**config.mk**
```make
export PLATFORM = sky130hd
export DESIGN_NAME = sstft_front
export DESIGN_NICKNAME = d
export VERILOG_FILES = /design/src/rtl/sstft_pkg.sv /design/src/rtl/sstft_front.sv
export SDC_FILE = /design/constraint.sdc
export NUM_CORES = 1
export LEC_CHECK = 0
export BUFFER_PORTS_ARGS = -buffer_cell sky130_fd_sc_hd__buf_4
export CELL_PAD_IN_SITES_DETAIL_PLACEMENT = 1
export CELL_PAD_IN_SITES_GLOBAL_PLACEMENT = 1
export CORE_UTILIZATION = 46
export CTS_CLUSTER_DIAMETER = 120
export DETAILED_ROUTE_END_ITERATION = 16
export PLACE_DENSITY_LB_ADDON = 0.1
export SLEW_MARGIN = 20
export SYNTH_ARGS = -nofsm -noshare
export SYNTH_HDL_FRONTEND = slang
export SYNTH_SLANG_ARGS = --single-unit
```
**constraint.sdc**
```tcl
create_clock -name clk_i -period 9.03 [get_ports clk_i]
set_input_delay 0.4515 -clock clk_i [delete_from_list [all_inputs] [get_ports clk_i]]
set_output_delay 0.4515 -clock clk_i [all_outputs]
set_load 0.005 [all_outputs]
```
**src/rtl/sstft_pkg.sv**
```systemverilog
// ----------------------------------------------------------------------------
// sstft_pkg
// Shared types, constants and twiddle tables of the streaming STFT core.
// ----------------------------------------------------------------------------
package sstft_pkg;

  localparam int unsigned FftSizeDefault = 64;
  localparam int unsigned OvlW = 6;
  localparam int unsigned FrameW = 16;
  localparam int unsigned BinW = 6;
  localparam int unsigned SampW = 16;
  localparam int unsigned AccW = 64;

  localparam logic CmdWin  = 1'b0;
  localparam logic CmdSamp = 1'b1;

  // Decoded item handed from the front end to the transform engine.
  typedef struct packed {
    logic        is_sample;
    logic [5:0]  index;
    logic [15:0] value;
    logic        fire;
  } job_t;

  // Quarter-wave cosine, Q1.15 (1.0 = 32768), index 0..16.
  function automatic logic signed [17:0] qcos(input logic [4:0] i);
    logic signed [17:0] v;
    case (i)
      5'd0:  v = 18'sd32768;
      5'd1:  v = 18'sd32610;
      5'd2:  v = 18'sd32138;
      5'd3:  v = 18'sd31357;
      5'd4:  v = 18'sd30274;
      5'd5:  v = 18'sd28899;
      5'd6:  v = 18'sd27246;
      5'd7:  v = 18'sd25330;
      5'd8:  v = 18'sd23170;
      5'd9:  v = 18'sd20788;
      5'd10: v = 18'sd18205;
      5'd11: v = 18'sd15447;
      5'd12: v = 18'sd12540;
      5'd13: v = 18'sd9512;
      5'd14: v = 18'sd6393;
      5'd15: v = 18'sd3212;
      default: v = 18'sd0;
    endcase
    return v;
  endfunction

  function automatic logic signed [17:0] cos64(input logic [5:0] m);
    logic [4:0] r;
    logic signed [17:0] v;
    r = {1'b0, m[3:0]};
    case (m[5:4])
      2'd0:    v = qcos(r);
      2'd1:    v = -qcos(5'd16 - r);
      2'd2:    v = -qcos(r);
      default: v = qcos(5'd16 - r);
    endcase
    return v;
  endfunction

  function automatic logic signed [17:0] sin64(input logic [5:0] m);
    return cos64(m + 6'd48);
  endfunction

endpackage

```
**src/rtl/sstft_front.sv**
```systemverilog
// ----------------------------------------------------------------------------
// sstft_front
// Accepts input words, tracks fill and hop counts, and queues decoded jobs.
// ----------------------------------------------------------------------------
module sstft_front #(
  parameter int unsigned FftSize = sstft_pkg::FftSizeDefault
) (
  input  logic                      clk_i,
  input  logic                      rst_ni,
  input  logic                      in_valid_i,
  output logic                      in_ready_o,
  input  logic                      cmd_i,
  input  logic [5:0]                coeff_index_i,
  input  logic [15:0]               window_coeff_i,
  input  logic [15:0]               sample_i,
  input  logic [sstft_pkg::OvlW-1:0] overlap_i,
  output logic                      job_valid_o,
  input  logic                      job_ready_i,
  output sstft_pkg::job_t           job_o
);
  import sstft_pkg::*;

  localparam int unsigned CntW = $clog2(FftSize + 1);

  logic [CntW-1:0] seen_q, seen_d;
  logic [5:0]      hop_q, hop_d;
  job_t            q0_q, q1_q, new_job;
  logic [1:0]      cnt_q;
  logic            push, pop;
  logic [6:0]      ov, hop;

  assign in_ready_o = (cnt_q != 2'd2);
  assign push = in_valid_i && in_ready_o;
  assign pop  = job_valid_o && job_ready_i;
  assign job_valid_o = (cnt_q != 2'd0);
  assign job_o = q0_q;

  always_comb begin
    ov = {1'b0, overlap_i};
    if (ov >= 7'(FftSize)) ov = 7'(FftSize - 1);
    hop = 7'(FftSize) - ov;
    seen_d = seen_q;
    hop_d  = hop_q;
    new_job.is_sample = (cmd_i == CmdSamp);
    new_job.index = coeff_index_i;
    new_job.value = (cmd_i == CmdSamp) ? sample_i : window_coeff_i;
    new_job.fire = 1'b0;
    if (cmd_i == CmdSamp) begin
      if (seen_q < CntW'(FftSize)) begin
        seen_d = seen_q + 1'b1;
        if (seen_d == CntW'(FftSize)) begin
          hop_d = '0;
          new_job.fire = 1'b1;
        end
      end else if ({1'b0, hop_q} + 7'd1 >= hop) begin
        hop_d = '0;
        new_job.fire = 1'b1;
      end else begin
        hop_d = hop_q + 6'd1;
      end
    end
  end

  always_ff @(posedge clk_i or negedge rst_ni) begin
    if (!rst_ni) begin
      seen_q <= '0;
      hop_q  <= '0;
      cnt_q  <= '0;
    end else begin
      if (push) begin
        seen_q <= seen_d;
        hop_q  <= hop_d;
      end
      cnt_q <= cnt_q + {1'b0, push} - {1'b0, pop};
    end
  end

  // Two-entry queue; entry 0 is the head.
  always_ff @(posedge clk_i) begin
    if (pop) begin
      q0_q <= (cnt_q == 2'd2) ? q1_q : new_job;
      if (push && cnt_q == 2'd2) q1_q <= new_job;
    end else if (push) begin
      if (cnt_q == 2'd0) q0_q <= new_job;
      else q1_q <= new_job;
    end
  end

`ifndef NO_ASSERTIONS
  a_no_overflow: assert property (@(posedge clk_i) disable iff (!rst_ni)
    cnt_q != 2'd3) else $error("job queue count corrupt");
  a_full_stall: assert property (@(posedge clk_i) disable iff (!rst_ni)
    (cnt_q == 2'd2) |-> !in_ready_o) else $error("accept while queue full");
  a_fill_cap: assert property (@(posedge clk_i) disable iff (!rst_ni)
    seen_q <= CntW'(FftSize)) else $error("fill count beyond frame");
`endif
endmodule

```
==> results of run 1 <==
synth_stat cells, drive strengths merged:
cell type,instances,area (sq um)
buf,5,43.8
nand3b,1,11.3
nand4,5,31.3
mux2,42,473
o2111a,1,11.3
and3,3,25.0
xor2,6,52.6
nor2,6,30.0
edfxtp,48,1440
ha,14,175
dfrtp,15,375
o21ai,2,13.8
nand2,12,45.0
or3,1,6.26
a21oi,1,5.00
nor3b,1,7.51
a22o,4,35.0
nor3,2,10.0
nor2b,1,6.26
a21o,1,7.51
nand2b,4,27.5
o21bai,3,26.3
nand3,5,30.0
inv,6,22.5
xnor2,9,78.8
a31oi,1,6.26
per-stage QoR:
stage	cell area, sq um	utilization, %	power (W)	hold WS [ns]	setup slack [ns]
floorplan	3000	-	0.000570	0.156	6.04
global placement	3620	57.3	0.000677	0.319	6.45
detailed placement	3620	57.3	0.000690	0.317	6.40
CTS	3780	59.9	0.000890	0.280	6.52
global route	3780	59.9	0.000930	0.282	6.37
finish	3780	59.9	0.000877	0.302	6.54
layout make-up:
type                    instances  area share (%)
multi-input cells             125            29.7
clock buffers                   9            3.27
flip-flops and latches         63            48.0
clock inverters                 6           0.761
repair buffers                 76            15.1
inverters                       6           0.595
well taps                      77            2.55
routing by layer:
metal,global-route usage [%],vias up,share of wire (%)
li1,-,901,-
met1,22.7,912,41
met2,31.2,52,52
met3,5.82,4,5.3
met4,7.76,0,0.82
met5,0,-,0
timing repair:
item	4_1_cts	5_1_grt
endpoints found under the setup margin	0	0
hold buffers	1	0
endpoints found under the hold margin	15	0
state kept, by name (all words and copies together), names as in the netlist:
signal,flops
job_o,24
q1_q,24
seen_q,7
hop_q,6
cnt_q,2
worst reg2reg max path, cell delays in order (launching register included):
cell	delay, ns
dfrtp_1	0.43
ha_1	0.27
nand3_1	0.11
xnor2_1	0.25
ha_1	0.30
a21oi_1	0.14
o2111a_1	0.20
o21ai_2	0.10
and3_4	0.19
mux2_2	0.26
cell families after synthesis:
kind of cell	count (synthesis)	synth area share, %
xor+xnor	15	4.38
simple gates	41	7.68
buf+inv	11	2.21
compound gates	13	3.51
fa+ha+maj	14	5.84
mux	42	15.8
flops	63	60.6
power by group through the flow:
stage / clock [W] / sequential, W / combinational [W]
floorplan: 0 / 0.000450 / 0.000120
global placement: 0 / 0.000448 / 0.000229
detailed placement: 0 / 0.000453 / 0.000237
CTS: 0.000204 / 0.000449 / 0.000238
global route: 0.000216 / 0.000456 / 0.000258
finish: 0.000198 / 0.000447 / 0.000232
worst paths after layout:
check,slack [ns],to
max,6.54,job_o[0]
min,0.30,q1_q[22]
max reg2reg,6.54,job_o[0]
min reg2reg,0.54,seen_q[5]
max in group asynchronous,8.34,hop_q[5]
min in group asynchronous,0.50,seen_q[4]
==> results.md, run 1 <==
* Data required, critical path at 9.12 ns
* RR Startpoint: hop_q[0]
* Number of sinks on the clock net at 63
* RSZ-0062 raised after global routing: false
* H-tree depth at 3
* Max Freq at 0.401 GHz
* Hold Path Depth at 1
* Worst R2R Path Depth at 9
* Clock Power Share at 22.6%
* Port Buffers at 74
* Post-Route WL at 6000 um
* PwrDens at 232 nW/um^2
* Initial Util at 47.5%
* GRT Total Usage at 18.8%
* Post-synth cell types at 34
* Critical path data arrival time at 2.58 ns
* Diode count at 0
* CP max FO at 5
* Fin cells at 362
* Slew margin rel. at 53.2%
* Setup Buffers After CTS at 0
* WS Path Type: reg -> reg
* Actual slew at the worst max-slew pin at 0.699 ns
* Syn Inst Count at 199
* Logic depth of the worst path, buffers included at 9
* P_sw at 0.000250 W
* Footprint of the multi-input gates at 1120 sq um
* Syn-to-layout area delta at 26.2%
* Final period utilization at 27.6%
* Switch share at 28.5%
* Commonest non-fill, non-tap cell in the layout: buf_4
* CTS root buf: clkbuf_8
* Vias in the first global route at 1,926
* Mapped Area at 3000 sq um
* Core Area at 6310 sq um
* Reg power frac at 51.0%
* Commonest cells after routing, fill and taps aside: buf_4 (75), edfxtp_1 (48), mux2_2 (42), dfrtp_1 (15), ha_1 (14)
* Fin. Hold Viols at 0
* Skew-Pair Late Insertion Delay at 0.34 ns
* Total congestion overflow at 0
* Final min period at 2.49 ns
* Die Width at 82.7 um
* Hold_sp: coeff_index_i[5]
* TritonCTS clock tree: yes
* Register area at 1820 sq um
* Max-cap violations at 0
* Max VDD drop at 0.135 mV
* Placer congestion estimate at 0.711
* Clock Skew at 0.00681 ns
* #FFs+latches synth at 63
* Starting DRT DRC Count at 124
* Synth Area per Inst at 15.1 sq um
* Worst path slowest cell: dfrtp_1
* Initial antenna violation count at 0
* Status: finished, final reports clean
* Routed via count at 1,869
* Share of cells above drive strength 1 at 48.8%
* Synthesis Warnings at 0
* Die Height at 82.7 um
* Full die area at 6840 sq um
* Cell mode on critical path: ha_1
* Pin count of the biggest net entering global routing at 25
* Residual DRC count at 0
* Synthesized Nets at 262
* Remaining antenna violation count at 0
* Resized Gates After CTS at 0
* Final-stage net count at 344
* CP bufs+invs at 0
* Num CTS Buffers at 9
* Comb power frac at 26.5%
* Critical Path Source Type: flip-flop
* First-pass GRT wire length at 9110 um
* HPWL after DPL at 4360 um
* Setup TNS at 0 ns
* Filler cells at 639
* Static Leak at 1.58 nW
* DRT Pass-1 Iters at 4
* Avg WL per Cell at 16.6 um
* Post-Place Cells at 346
* Vias per inst at 5.16
* Crit path from: hop_q[0]
* Crit path cell chain: ha_1 -> nand3_1 -> xnor2_1 -> ha_1 -> a21oi_1 -> o2111a_1 -> o21ai_2 -> and3_4 -> mux2_2
* Endpoints failing setup at 0
* Reg clk slew, reported paths at 0.07 ns
* Max stage delay on crit path at 0.43 ns
* CP top delay family: adder cells
* Int Pwr at 0.000627 W
* # rows at 29
* Worst hold path class: in -> reg
* Seq/Total Area, Yosys at 60.6%
* Crit path capture type: flip-flop
* Longest Clk Path Bufs at 2
* Max Slew Vio Count at 0
* IO Pins at 75
Power figures use the tool's default switching activity.
==> inputs of run 2 (changes only) <==
--- a/config.mk
+++ b/config.mk
@@ -8,7 +8,7 @@
 export BUFFER_PORTS_ARGS = -buffer_cell sky130_fd_sc_hd__buf_4
 export CELL_PAD_IN_SITES_DETAIL_PLACEMENT = 1
 export CELL_PAD_IN_SITES_GLOBAL_PLACEMENT = 1
-export CORE_UTILIZATION = 46
+export CORE_UTILIZATION = 43
 export CTS_CLUSTER_DIAMETER = 120
 export DETAILED_ROUTE_END_ITERATION = 16
 export PLACE_DENSITY_LB_ADDON = 0.1
==> constraint.sdc (replaced) <==
create_clock -name clk_i -period 2.49 [get_ports clk_i]
set_input_delay 0.1245 -clock clk_i [delete_from_list [all_inputs] [get_ports clk_i]]
set_output_delay 0.1245 -clock clk_i [all_outputs]
set_load 0.005 [all_outputs]
==> run 2 against run 1 <==
  * Final cell count increased by 3.6%
  * Clock-buffer cell count is 1 higher
  * Critical endpoint unchanged
  * Clock power grew to 5.4 times the previous value
==> results.md, run 2 (synthesis results as in run 1) <==
* Critical path data arrival time at 2.40 ns (-0.18 ns)
* Reg power frac at 45.5% (-5.5 points)
* Fin. Hold Viols at 0 (unchanged)
* Crit path capture type: flip-flop
* Commonest non-fill, non-tap cell in the layout: buf_4
* Clock Power Share at 30.0% (+7.4 points)
* CP top delay family: adder cells
* DRT Pass-1 Iters at 4 (unchanged)
* Endpoints failing setup at 0 (unchanged)
* Avg WL per Cell at 16.1 um (-2.9%)
* CP bufs+invs at 0 (unchanged)
* Max stage delay on crit path at 0.42 ns (about the same)
* Switch share at 26.3% (-2.3 points)
* Pin count of the biggest net entering global routing at 25 (unchanged)
* Total congestion overflow at 0 (unchanged)
* Initial Util at 44.4% (-3.1 points)
* Post-Route WL at 6040 um (+0.63%)
* # rows at 30 (+3.4%)
* IO Pins at 75 (unchanged)
* Number of sinks on the clock net at 63 (unchanged)
* Final period utilization at 92.9% (+65 points)
* Vias per inst at 5.06 (-2.1%)
* Clock Skew at 0.0120 ns (+0.00521 ns)
* Filler cells at 655 (+2.5%)
* Max Slew Vio Count at 0 (unchanged)
* Longest Clk Path Bufs at 2 (unchanged)
* Comb power frac at 24.5% (-2.0 points)
* Critical Path Source Type: flip-flop
* Syn-to-layout area delta at 32.7%
* Share of cells above drive strength 1 at 49.8% (+1.1 points)
* RSZ-0062 raised after global routing: false
* Final-stage net count at 353 (+2.6%)
* Die Width at 85.5 um (+3.3%)
* Vias in the first global route at 2,005 (+4.1%)
* TritonCTS clock tree: yes
* Actual slew at the worst max-slew pin at 0.472 ns (-0.227 ns)
* Full die area at 7310 sq um (+6.8%)
* Footprint of the multi-input gates at 1150 sq um (+2.1%)
* Diode count at 0 (unchanged)
* Max Freq at 0.432 GHz (+7.7%)
* Crit path cell chain: ha_4 -> nand3_1 -> xnor2_2 -> ha_1 -> a21oi_1 -> o2111a_1 -> o21ai_2 -> and3_4 -> mux2_2
* Status: finished, final reports clean
* Setup ws final at 0.176 ns (-6.36 ns)
* PwrDens at 891 nW/um^2 (+280%)
* H-tree depth at 3 (unchanged)
* GRT Total Usage at 17.8% (-1.0 points)
* Die Height at 85.5 um (+3.3%)
* First-pass GRT wire length at 9700 um (+6.5%)
* Int Pwr at 0.00261 W (+320%)
* Worst hold path class: in -> reg
* Residual DRC count at 0 (unchanged)
* Reg clk slew, reported paths at 0.08 ns (about the same)
* Routed via count at 1,896 (+1.4%)
* Slew margin rel. at 68.4% (+15 points)
* WS Path Type: reg -> reg
* Port Buffers at 74 (unchanged)
* Final min period at 2.31 ns (-0.179 ns)
* Max VDD drop at 0.620 mV (+360%)
* Skew-Pair Late Insertion Delay at 0.33 ns (about the same)
* Post-Place Setup Slack at 0.0523 ns (-6.35 ns)
* Num CTS Buffers at 9 (unchanged)
* Initial antenna violation count at 0 (unchanged)
* Static Leak at 1.67 nW (+5.6%)
* CTS root buf: clkbuf_8
* Remaining antenna violation count at 0 (unchanged)
* HPWL after DPL at 4160 um (-4.6%)
* Worst R2R Setup Slack at 0.18 ns (-6.36 ns)
* Core Area at 6760 sq um (+7.0%)
* Register area at 1820 sq um (about the same)
* Setup TNS at 0 ns (unchanged)
* P_sw at 0.000932 W (+270%)
* Data required, critical path at 2.58 ns (-6.54 ns)
* Max-cap violations at 0 (unchanged)
* Commonest cells after routing, fill and taps aside: buf_4 (78), edfxtp_1 (48), mux2_2 (42), dfrtp_1 (14), ha_1 (13)
* CP max FO at 5 (unchanged)
* Placer congestion estimate at 0.743 (+4.6%)
* Worst path slowest cell: dfrtp_1
* Starting DRT DRC Count at 66 (-47%)
## run 2: cell count changes in the layout (fill, tap and decap cells not counted), sizes merged
cell | before | now
clkbuf | 9 | 10
clkinv | 5 | 3
dlygate4sd3 | 1 | 7
clkinvlp | 1 | 0
bufinv | 0 | 3
buf | 75 | 78
## run 2: worst register-to-register path: stages (launching register included)
cell      delay, ns
dfrtp_1        0.42
ha_4           0.18
nand3_1        0.12
xnor2_2        0.16
ha_1           0.30
a21oi_1        0.16
o2111a_1       0.20
o21ai_2        0.10
and3_4         0.19
mux2_2         0.25
## run 2: worst paths after layout
path                                        start        end  depth (start not counted)
worst max register to register           hop_q[1]   job_o[0]                          9
min in group asynchronous                  rst_ni   hop_q[0]                          2
worst min register to register          seen_q[5]  seen_q[5]                          1
worst min-delay path            window_coeff_i[2]    q1_q[3]                          2
worst max-delay path                     hop_q[1]   job_o[0]                          9
max in group asynchronous                  rst_ni   hop_q[2]                          2
## run 2: cell type report
| type | count | share of cell area (%) |
|---|---|---|
| inverters | 6 | 0.566 |
| clock buffers | 10 | 3.21 |
| multi-input cells | 125 | 28.8 |
| clock inverters | 6 | 2.74 |
| flip-flops and latches | 63 | 45.7 |
| well taps | 80 | 2.52 |
| repair buffers | 85 | 16.5 |
## run 2: power by group through the flow
stage | sequential, W | clock (W) | combinational (W)
floorplan | 0.00163 | 0 | 0.000439
global placement | 0.00162 | 0 | 0.000861
detailed placement | 0.00164 | 0 | 0.000878
CTS | 0.00162 | 0.00108 | 0.000892
global route | 0.00165 | 0.00113 | 0.000957
finish | 0.00161 | 0.00106 | 0.000869
## run 2: routing by layer
layer	vias up	global-route usage (%)	routed length (um)
met5	-	0	0
met4	0	6.52	72
met3	7	5.58	272
met2	52	30.0	3040
met1	917	21.5	2650
li1	920	-	-
## run 2: timing repair
| action | CTS | global route |
|---|---|---|
| endpoints found under the hold margin | 21 | 0 |
| gates resized for setup | 0 | 4 |
| buffers inserted | 0 | 1 |
| hold buffers | 7 | 0 |
| endpoints found under the setup margin | 0 | 1 |
## run 2: metrics by stage
step                power (W)  instance area (sq um)  hold slack, ns  utilization [%]  cells
floorplan             0.00207                   3000          -0.171                -    199
detailed placement    0.00251                   3640        -0.00876             53.9    351
global route          0.00374                   3980          0.0853             58.9    375
finish                0.00355                   3980           0.106             58.9    375
global placement      0.00248                   3640        -0.00911             53.9    351
CTS                   0.00359                   3950          0.0887             58.5    374
==> inputs of run 3 (changes only) <==
--- a/config.mk
+++ b/config.mk
@@ -11,7 +11,7 @@
 export CORE_UTILIZATION = 43
 export CTS_CLUSTER_DIAMETER = 120
 export DETAILED_ROUTE_END_ITERATION = 16
-export PLACE_DENSITY_LB_ADDON = 0.1
+export PLACE_DENSITY = 0.84
 export SLEW_MARGIN = 20
 export SYNTH_ARGS = -nofsm -noshare
 export SYNTH_HDL_FRONTEND = slang
==> constraint.sdc (replaced) <==
create_clock -name clk_i -period 2.2 [get_ports clk_i]
set_input_delay 0.11 -clock clk_i [delete_from_list [all_inputs] [get_ports clk_i]]
set_output_delay 0.11 -clock clk_i [all_outputs]
set_load 0.005 [all_outputs]
==> run 3 against run 2 <==
  * The flow now finishes with violations (negative setup slack)
  * Hold slack lost 0.014 ns
  * Sequential share of layout area shrank 1.0 points
  * Final area grew 2.4%
  * Sequential cell count is the same
  * Sequential power grew 14%
  * Clock skew shrank 0.0017 ns
  * Combinational power grew 17%
  * Largest cell class unchanged
  * Highest routed layer unchanged
==> results.md, run 3 (synthesis results as in run 1) <==
* Finished layout cell area at 4070 sq um (+2.4%)
* Switch share at 28.9% (+2.6 points)
* Residual DRC count at 0 (unchanged)
* Final period utilization at 103% (+10 points)
* Core Area at 6760 sq um (unchanged)
* Endpoints failing setup at 1 (+1)
* Pin count of the biggest net entering global routing at 21 (-16%)
* Crit path capture type: flip-flop
* Placer congestion estimate at 0.723 (-2.7%)
* Slew margin rel. at 71.8% (+3.4 points)
* Avg WL per Cell at 17.8 um (+10%)
* Setup TNS at -0.0664 ns (-0.0664 ns)
* P_sw at 0.00111 W (+19%)
* First-pass GRT wire length at 10,600 um (+9.4%)
* Area after DPL at 3710 sq um (+1.8%)
* DRT Pass-1 Iters at 6 (+2)
* Longest Clk Path Bufs at 2 (unchanged)
* Remaining antenna violation count at 0 (unchanged)
* IO Pins at 75 (unchanged)
* Die Width at 85.5 um (unchanged)
* H-tree depth at 3 (unchanged)
* Worst path slowest cell: dfrtp_1
* # rows at 30 (unchanged)
* Cell mode on critical path: buf_4
* CP max FO at 3 (-2)
* HPWL after DPL at 4770 um (+15%)
* CTS root buf: clkbuf_8
* PwrDens at 946 nW/um^2 (+6.2%)
* Int Pwr at 0.00274 W (+4.9%)
* Max Freq at 0.441 GHz (+2.1%)
* Post-Route WL at 6910 um (+14%)
* Fin. Hold Viols at 0 (unchanged)
* Max-cap violations at 0 (unchanged)
* Starting DRT DRC Count at 77 (+17%)
* Data required, critical path at 2.29 ns (-0.29 ns)
* Crit path cell chain: buf_4 -> buf_4 -> nand3_1 -> xnor2_2 -> ha_1 -> a21oi_1 -> o2111a_1 -> o21ai_2 -> and3_4 -> mux2_2
* RSZ-0062 raised after global routing: true
* Commonest non-fill, non-tap cell in the layout: buf_4
* Commonest cells after routing, fill and taps aside: buf_4 (91), edfxtp_1 (48), mux2_2 (42), ha_1 (13), dfrtp_1 (13)
* Initial antenna violation count at 0 (unchanged)
* Comb power frac at 26.4% (+1.9 points)
* Static Leak at 1.73 nW (+3.4%)
* Routed via count at 2,031 (+7.1%)
* Vias per inst at 5.22 (+3.3%)
* Fin Hold WS at 0.0923 ns (-0.0138 ns)
* Critical path data arrival time at 2.36 ns (-0.04 ns)
* Met2 global-route usage at 33.0% (+3.0 points)
* Setup ws final at -0.0664 ns (-0.242 ns)
* Clock Power Share at 25.8% (-4.2 points)
* Initial Util at 44.4% (unchanged)
* Clock Skew at 0.0103 ns (-0.00171 ns)
* M1 GR Usage at 23.4% (+1.9 points)
* Total congestion overflow at 0 (unchanged)
* Reg clk slew, reported paths at 0.08 ns (about the same)
* Actual slew at the worst max-slew pin at 0.422 ns (-0.0502 ns)
* Diode count at 0 (unchanged)
* Hold Path Depth at 2 (unchanged)
* TritonCTS clock tree: yes
* Skew-Pair Late Insertion Delay at 0.34 ns (about the same)
* Total Power at 0.00386 W (+8.7%)
* Syn-to-layout area delta at 35.9%
* Status: complete, but fails checks
* Worst R2R Path Depth at 10 (+1)
* Vias in the first global route at 2,092 (+4.3%)
* Num CTS Buffers at 9 (unchanged)
* Post-Place Setup Slack at -0.0441 ns (-0.0964 ns)
* Number of sinks on the clock net at 63 (unchanged)
* Violated checks: negative setup slack
* Max VDD drop at 0.600 mV (-3.2%)
* Full die area at 7310 sq um (unchanged)
* GRT met3 Usage at 5.39% (-0.19 points)
* Reg power frac at 47.8% (+2.3 points)
* WS Path Type: reg -> reg
* Final-stage net count at 367 (+4.0%)
* Share of cells above drive strength 1 at 54.0% (+4.2 points)
* Die Height at 85.5 um (unchanged)
* Critical Path Source Type: flip-flop
* Busiest grt layer: met2
* Filler cells at 685 (+4.6%)
* Final min period at 2.27 ns (-0.0480 ns)
* Max Slew Vio Count at 0 (unchanged)
* Max stage delay on crit path at 0.40 ns (-0.02 ns)
* Worst hold path class: in -> reg
* Port Buffers at 74 (unchanged)
* GRT Total Usage at 19.6% (+1.8 points)
## run 3: cell types whose count changed in the layout (fill, tap and decap cells not counted), sizes merged
cell / delta
clkinvlp: +2
inv: +1
bufinv: -2
buf: +14
clkbuf: -1
## run 3: power groups by stage
stage          sequential (W)  combinational, W  clock (W)
6_report              0.00184           0.00102   0.000996
5_1_grt               0.00187           0.00110    0.00107
4_1_cts               0.00184           0.00103    0.00102
2_1_floorplan         0.00184          0.000507          0
3_5_place_dp          0.00186           0.00102          0
3_3_place_gp          0.00184          0.000971          0
## run 3: area by class of cell
| class | count | area (sq um) | share of cell area (%) |
|---|---|---|---|
| well taps | 80 | 100 | 2.46 |
| multi-input cells | 125 | 1170 | 28.7 |
| inverters | 6 | 22.5 | 0.553 |
| clock inverters | 7 | 72.6 | 1.78 |
| flip-flops and latches | 63 | 1820 | 44.7 |
| repair buffers | 99 | 764 | 18.8 |
| clock buffers | 9 | 124 | 3.04 |
## run 3: per-layer routing
metal	vias to the layer above	share of wire, %
met1	1006	40
li1	950	-
met5	-	0
met4	0	2.5
met2	62	54
met3	13	4.2
## run 3: what timing repair did
item | 4_1_cts | 5_1_grt
cloned | 0 | 0
buffers inserted | 1 | 7
pin swaps | 3 | 8
endpoints found under the setup margin | 1 | 7
endpoints found under the hold margin | 21 | 0
hold buffers | 7 | 0
resized for setup | 3 | 7
## run 3: critical path: cells and delay by family (launching register included)
family,cells,cell delay [ns]
adders and majority gates,1,0.21
and+or+nand+nor,2,0.31
buffers and inverters,2,0.27
DFF,1,0.40
xor gates and xnor gates,1,0.19
AOI/OAI and AO/OA,3,0.40
muxes,1,0.25
## run 3: final timing paths
kind / start / endpoint / slack (ns)
min in group asynchronous: rst_ni / seen_q[0] / 0.17
max reg2reg: hop_q[0] / job_o[0] / -0.07
max: hop_q[0] / job_o[0] / -0.07
min reg2reg: seen_q[5] / seen_q[5] / 0.50
max in group asynchronous: rst_ni / hop_q[4] / 1.82
min: window_coeff_i[9] / q1_q[10] / 0.09
## run 3: per-stage QoR
| step | utilization (%) | cells |
|---|---|---|
| 6_report | 60.3 | 389 |
| 4_1_cts | 59.2 | 382 |
| 5_1_grt | 60.3 | 389 |
| 3_5_place_dp | 54.9 | 358 |
| 3_3_place_gp | 54.9 | 358 |
| 2_1_floorplan | - | 199 |
